File: src/design/bfca_pkg.sv
`timescale 1ns / 1ps
// Shared types and constants for the best-fit coalescing allocator.
// No dependencies; the datapath, controller and top import this package.
package bfca_pkg;

   localparam int TABLE_ENTRIES = 64;
   localparam int IDX_W         = $clog2(TABLE_ENTRIES);
   localparam int CNT_W         = IDX_W + 1;
   localparam int GRAN_SHIFT    = 8;   // 256-byte granules

   typedef enum logic [1:0] {
      CMD_ALLOC = 2'd0,
      CMD_FREE  = 2'd1,
      CMD_PROBE = 2'd2,
      CMD_RSVD  = 2'd3
   } cmd_type;

   typedef enum logic [1:0] {
      ST_OK      = 2'd0,
      ST_NOFIT   = 2'd1,
      ST_BADADDR = 2'd2,
      ST_ZERO    = 2'd3
   } status_type;

   typedef enum logic [1:0] {
      CSR_POOL_BASE   = 2'd0,
      CSR_POOL_BYTES  = 2'd1,
      CSR_SPLIT_SLACK = 2'd2
   } csr_index_type;

   typedef enum logic [3:0] {
      S_INIT, S_IDLE, S_SCAN, S_DECIDE, S_WR_A, S_SH_RD, S_SH_WR, S_WR_B, S_DONE
   } state_type;

   typedef struct packed {
      logic [31:0] start;
      logic [31:0] granules;
      logic        in_use;
      logic [39:0] request;
   } entry_type;

   typedef struct packed {
      logic init;
      logic start;
      logic scan;
      logic decide;
      logic wr_a;
      logic sh_rd;
      logic sh_wr;
      logic wr_b;
      logic load_out;
   } ctl_cmd_type;

   typedef struct packed {
      logic             scan_done;
      logic             sh_zero;
      logic             sh_one;
      logic [CNT_W-1:0] live;
      logic [CNT_W-1:0] nfree;
   } dp_sts_type;

endpackage

File: src/design/bfca_ctrl.sv
`timescale 1ns / 1ps
// Controller: sequences scan, decide, table writes and shifts; owns handshakes.
// Depends on bfca_pkg.
module bfca_ctrl (
   input  logic                  clock,
   input  logic                  reset,
   input  logic                  pool_write,
   input  logic                  req_valid,
   output logic                  req_ready,
   output logic                  rsp_valid,
   input  logic                  rsp_ready,
   input  bfca_pkg::dp_sts_type  sts,
   output bfca_pkg::ctl_cmd_type ctl
);
   import bfca_pkg::*;

   state_type state_ff, state_in;
   logic      rsp_valid_ff, rsp_valid_in;

   always_ff @(posedge clock) begin
      if (reset) begin
         state_ff     <= S_INIT;
         rsp_valid_ff <= 1'b0;
      end else begin
         state_ff     <= state_in;
         rsp_valid_ff <= rsp_valid_in;
      end
   end

   always_comb begin
      state_in  = state_ff;
      ctl       = '0;
      req_ready = 1'b0;
      unique case (state_ff)
         S_INIT: begin
            ctl.init = 1'b1;
            state_in = S_IDLE;
         end
         S_IDLE: begin
            req_ready = !pool_write;
            if (pool_write) begin
               state_in = S_INIT;
            end else if (req_valid) begin
               ctl.start = 1'b1;
               state_in  = S_SCAN;
            end
         end
         S_SCAN: begin
            ctl.scan = 1'b1;
            if (sts.scan_done) begin
               state_in = S_DECIDE;
            end
         end
         S_DECIDE: begin
            ctl.decide = 1'b1;
            state_in   = S_WR_A;
         end
         S_WR_A: begin
            ctl.wr_a = 1'b1;
            state_in = sts.sh_zero ? S_WR_B : S_SH_RD;
         end
         S_SH_RD: begin
            ctl.sh_rd = 1'b1;
            state_in  = S_SH_WR;
         end
         S_SH_WR: begin
            ctl.sh_wr = 1'b1;
            state_in  = sts.sh_one ? S_WR_B : S_SH_RD;
         end
         S_WR_B: begin
            ctl.wr_b = 1'b1;
            state_in = S_DONE;
         end
         S_DONE: begin
            // hold until the output register is free
            if (!rsp_valid_ff || rsp_ready) begin
               ctl.load_out = 1'b1;
               state_in     = S_IDLE;
            end
         end
         default: state_in = S_INIT;
      endcase
      rsp_valid_in = ctl.load_out ? 1'b1 : (rsp_ready ? 1'b0 : rsp_valid_ff);
   end

   assign rsp_valid = rsp_valid_ff;
endmodule

File: config.mk
export PLATFORM = sky130hd
export DESIGN_NAME = bfca_ctrl
export DESIGN_NICKNAME = d
export VERILOG_FILES = /design/src/design/bfca_pkg.sv /design/src/design/bfca_ctrl.sv
export SDC_FILE = /design/constraint.sdc
export NUM_CORES = 1
export LEC_CHECK = 0
export ABC_AREA = 1
export BUFFER_PORTS_ARGS = -buffer_cell sky130_fd_sc_hd__buf_2
export CAP_MARGIN = 20
export CORE_AREA = 2 2 39 41
export DETAILED_ROUTE_END_ITERATION = 10
export DIE_AREA = 0 0 41 43
export HOLD_SLACK_MARGIN = 0.08
export PLACE_DENSITY = 0.65
export SYNTH_ARGS = -nofsm -noshare
export SYNTH_HDL_FRONTEND = slang
export SYNTH_SLANG_ARGS = --single-unit
File: constraint.sdc
create_clock -name clock -period 1 [get_ports clock]
set_input_delay 0.1 -clock clock [delete_from_list [all_inputs] [get_ports clock]]
set_output_delay 0.1 -clock clock [all_outputs]
set_load 0.005 [all_outputs]
---- Yosys cells after proc, flatten, opt, wreduce, memory -nomap -nowiden ----
Index checks and enable logic that the tools add are counted.
storage, ports and cells
  flip-flop bits (word level) ............. 5
  output and inout bits ................... 11
operators by class
  equality and inequality tests ........... 11
  mux-type cells .......................... 22
  reduce and logical (&&, ||, !) cells .... 6
operators by type and width
  operator                                                               count
  4-bit case mux with 9 select lines                                     1
  4-bit by 3-bit equality test with 1-bit output, second input constant  4
  4-bit two-way mux                                                      4
  1-bit two-way mux                                                      15
  4-bit by 2-bit equality test with 1-bit output, second input constant  2
  4-bit by 1-bit equality test with 1-bit output, second input constant  1
  4-bit equality test, second input constant                             1
  4-bit zero test                                                        1
  2-bit two-way mux                                                      2
  2-bit inequality test, second input constant                           2
  3-bit inequality test, second input constant                           1
  3-bit AND reduction                                                    1
  1-bit zero test                                                        2
  2-bit nonzero test                                                     1
  1-bit logical OR                                                       1

---- Depth between registers and ports, before layout ----
  depth after elaboration ................. 5
  depth in mapped cells ................... 8

---- Worst setup path after synthesis ----
No wires, ideal clock.
  kind .................................... reg-to-reg
  start ................................... reg rsp_valid_ff, in the netlist rsp_valid
  end ..................................... reg state_ff[0]
  setup time .............................. 0.115 ns
  arrival ................................. 0.996 ns
  required time ........................... 0.885 ns
  slack ................................... -0.112 ns
  cell stages (with the launch flop) ...... 8
  path buffers ............................ 0
  clock period less this slack ............ 1.112 ns
  cell sequence ........................... dfxtp_1 -> inv_1 -> nor2_1 -> nand3_1 -> nand3_1 -> nor2_1 -> nor2_1 -> nor2_1
between the ends
  word-level cells in the longest chain between the ends .. 4
ends and longest elaborated chain
  item                                    RTL line         source
  start, declared                         bfca_ctrl.sv:18  logic rsp_valid_ff, rsp_valid_in;
  start signal, assigned                  bfca_ctrl.sv:26  rsp_valid_ff <= rsp_valid_in;
  1-bit zero test                         bfca_ctrl.sv:76  if (!rsp_valid_ff || rsp_ready) begin
  1-bit logical OR                        bfca_ctrl.sv:76
  2-bit inequality test (no source line)  --
  3-bit AND reduction (no source line)    --
  end signal, assigned                    bfca_ctrl.sv:25  state_ff <= state_in;
  end, declared                           bfca_ctrl.sv:17  state_type state_ff, state_in;
Every way passes these cells.
A chain may end at the register's enable or synchronous reset.

==> impl_results.md <==
- IR drop worst, VDD: 0.6360 mV
- Power per cell area: 1049 nW/um2
- Post-synthesis sequential area ratio: 24.84%
- Total CTS buffers: 3
- Pin count of the biggest net entering global routing: 8
- Failing checks: setup timing
- # fillers: 114
- Register bit count reported by yosys: 5
- TritonCTS clock tree: yes
- Average vias per placed instance: approximately 4.4
- Number of failing hold endpoints at the final stage: 0
- Fin crit period: 1.292 ns
- Worst reg2reg path depth: 8
- Number of max-capacitance violations reported: 0
- Gate Count Post-Synth: 66
- Remaining Overflow, GRT: 0
- Area of the core: 1384 um2
- Latest clock arrival within the worst-skew pair: ~0.23 ns
- Worst-path fanout max: 4
- Count of warnings emitted by yosys: 0
- Leakage component of the power: 0.4293 nW
- Length of the first detailed-routing pass in iterations: 2
- Cell type with the largest total area after synthesis: sky130_fd_sc_hd__dfxtp_1
- Number of port buffers: 18
- Synth Net Count: 88
- Final net count: 130
- Antenna violations before repair: 0
- Distinct cell type count after synthesis: 15
- Startpoint-to-endpoint class of the critical path: reg2out
- Area taken by flip-flops and latches: 116.4 um2
- Status: finished, violations left
- Placer congestion estimate: 0.7447
- Setup Skew: 0.001157 ns
- Wire length of the first global-routing pass: 1980 um
- Routed wire length: 1512 um
- Starting utilization of the core area: 29.11%
- Worst relative slew slack: 82.94%
- Buffer type at the clock tree root: sky130_fd_sc_hd__clkbuf_4
- Worst path slowest cell: sky130_fd_sc_hd__dfxtp_4
- Die H: 43 um
- Most used cells in the layout excluding fill and tap cells: sky130_fd_sc_hd__buf_2 (17), sky130_fd_sc_hd__buf_4 (13), sky130_fd_sc_hd__nor2_1 (9)
- Routed wire per std cell: 12.29 um
- Post-route antenna net violation count: 0
- Die area: 1763 um2
- Number of diodes: 0
- Vias: 539
- Critical R2R Launch: state_ff[1]
- Sum of net half-perimeters after detailed placement: ~880 um
- Fmax: 774.3 MHz
- Reg-to-reg setup timing slack: -0.20 ns
- Die width: 41 um
- Worst path max stage delay: 0.36 ns
- Most frequent standard cell in the layout excluding fill and tap cells: sky130_fd_sc_hd__buf_2
- Kind of capture point of the worst setup path: primary output
- Detailed router's first-iteration violation count: 6
- Max-slew violations: 0
- Worst Slack Setup Final: -0.2915 ns
- Worst slack after detailed placement: -0.08892 ns
- Critical path launch point type: register
- Required time at the worst-slack endpoint: about 0.9 ns
- Overall power after layout: 0.0008805 W
- Critical path data arrival time: 1.19 ns
- Via count of the first global-routing pass: 495
- Area share of the largest cell type after synthesis: 24.84%
- Final setup fails: 14
- Count of clock tree sinks: 5
- Rows: 14
- Worst setup path end: ctl[0]
- Clk buf depth: 2
- Clock-pin transition on the worst setup and hold timing paths: 0.04 ns
- CP Launch Point: state_ff[2]
- Final core occ: 60.67%
- Cell-by-cell listing of the critical path: buf_6 -> nor4_4 -> buf_2
- Cells taking the most area after synthesis: sky130_fd_sc_hd__dfxtp_1 (25%), sky130_fd_sc_hd__nor2_1 (14%), sky130_fd_sc_hd__inv_1 (8.4%)
- RSZ-0062 raised after global routing: yes
- Area occupied by multi-input gates: 337.8 um2
- Cell area after synthesis: 402.9 um2
- Worst reg2reg path endpoint: state_ff[0]
- Class of the tightest hold or removal check: in2reg
- DRC Markers: 0
- Relative area change from synthesis to final layout: 108.4%
- Mean post-synth cell area: 6.104 um2
- CTS HTree Levels: 1
- Overall routing resource usage: 16.06%
- Worst slew pin tran: roughly 0.25 ns
- Final critical-path share of the clock period: 129.2%
- Proportion of layout cells with a drive suffix above 1: roughly 72%
- Number of top-level design ports: 33
-- kinds of logic after synthesis --
group	Yosys count	synth area share (%)
simple gates	39	50.62
compound gates	5	7.764
buf+inv	17	16.77
flops	5	24.85
-- critical path, delay by kind of cell, from the launching register on --
kind / cells / cell delay (ns)
buf+inv: 2 / 0.29
flops: 1 / 0.36
simple gates: 1 / 0.31
-- synthesized netlist by cell type, drive strengths merged --
master   n
nand3b   1
buf      1
inv     16
nor2    20
a21oi    4
dfxtp    5
nor4     1
nand2    9
o21bai   1
nand3    6
nor3     2
-- timing repair --
action | CTS | global route
resized for setup | 10 | 28
hold endpoints to repair | 1 | 0
pin swaps | 3 | 13
hold buffers | 1 | 0
buffers inserted | 4 | 5
endpoints found under the setup margin | 13 | 15
-- flip-flops by register name, summed over array words and instances (netlist names) --
register,flops
state_ff,4
rsp_valid,1
-- final cells by class --
type,count,share of cell area [%]
clock buffers,4,3.130
inverters,16,8.048
multi-input cells,44,40.24
flip-flops and latches,5,13.86
well taps,16,2.385
repair buffers,38,32.34
-- per-layer routing --
metal | wire (um) | global-route usage [%] | part of all wire (%) | up-vias
met5 | 0 | 0 | 0 | -
met4 | 23 | 8.000 | 1.5 | 0
met3 | 44 | 1.571 | 2.9 | 2
met2 | 877 | 28.13 | 58 | 10
met1 | 567 | 17.68 | 38 | 242
li1 | - | - | - | 285
-- power breakdown --
part           internal (W)  switching, W  total [W]
combinational      0.000198      0.000197   0.000395
clock              0.000150     0.0000705   0.000221
sequential         0.000218     0.0000474   0.000265
-- through the flow --
stage | cells | TNS, ns | hold WS [ns] | instance area, um2
final | 123 | -2.697 | 0.1920 | 839.6
after global routing | 123 | -3.667 | 0.2056 | 839.6
after CTS | 119 | -2.459 | 0.1828 | 706.9
after detailed placement | 110 | -0.2950 | 0.3167 | 603.1
after global placement | 110 | -0.1697 | 0.3137 | 603.1
after floorplan | 66 | -0.03618 | 0.1551 | 417.9
-- worst min-delay path by stage --
stage	startpoint	end	slack, ns	cells after the start
2_1_floorplan	reset	state_ff[1]	0.16	1
3_3_place_gp	reset	state_ff[1]	0.31	2
3_5_place_dp	reset	state_ff[1]	0.32	2
4_1_cts	rsp_ready	state_ff[3]	0.18	4
5_1_grt	rsp_ready	state_ff[3]	0.21	4
6_report	rsp_ready	state_ff[3]	0.19	4
(Power assumes the default switching activity.)
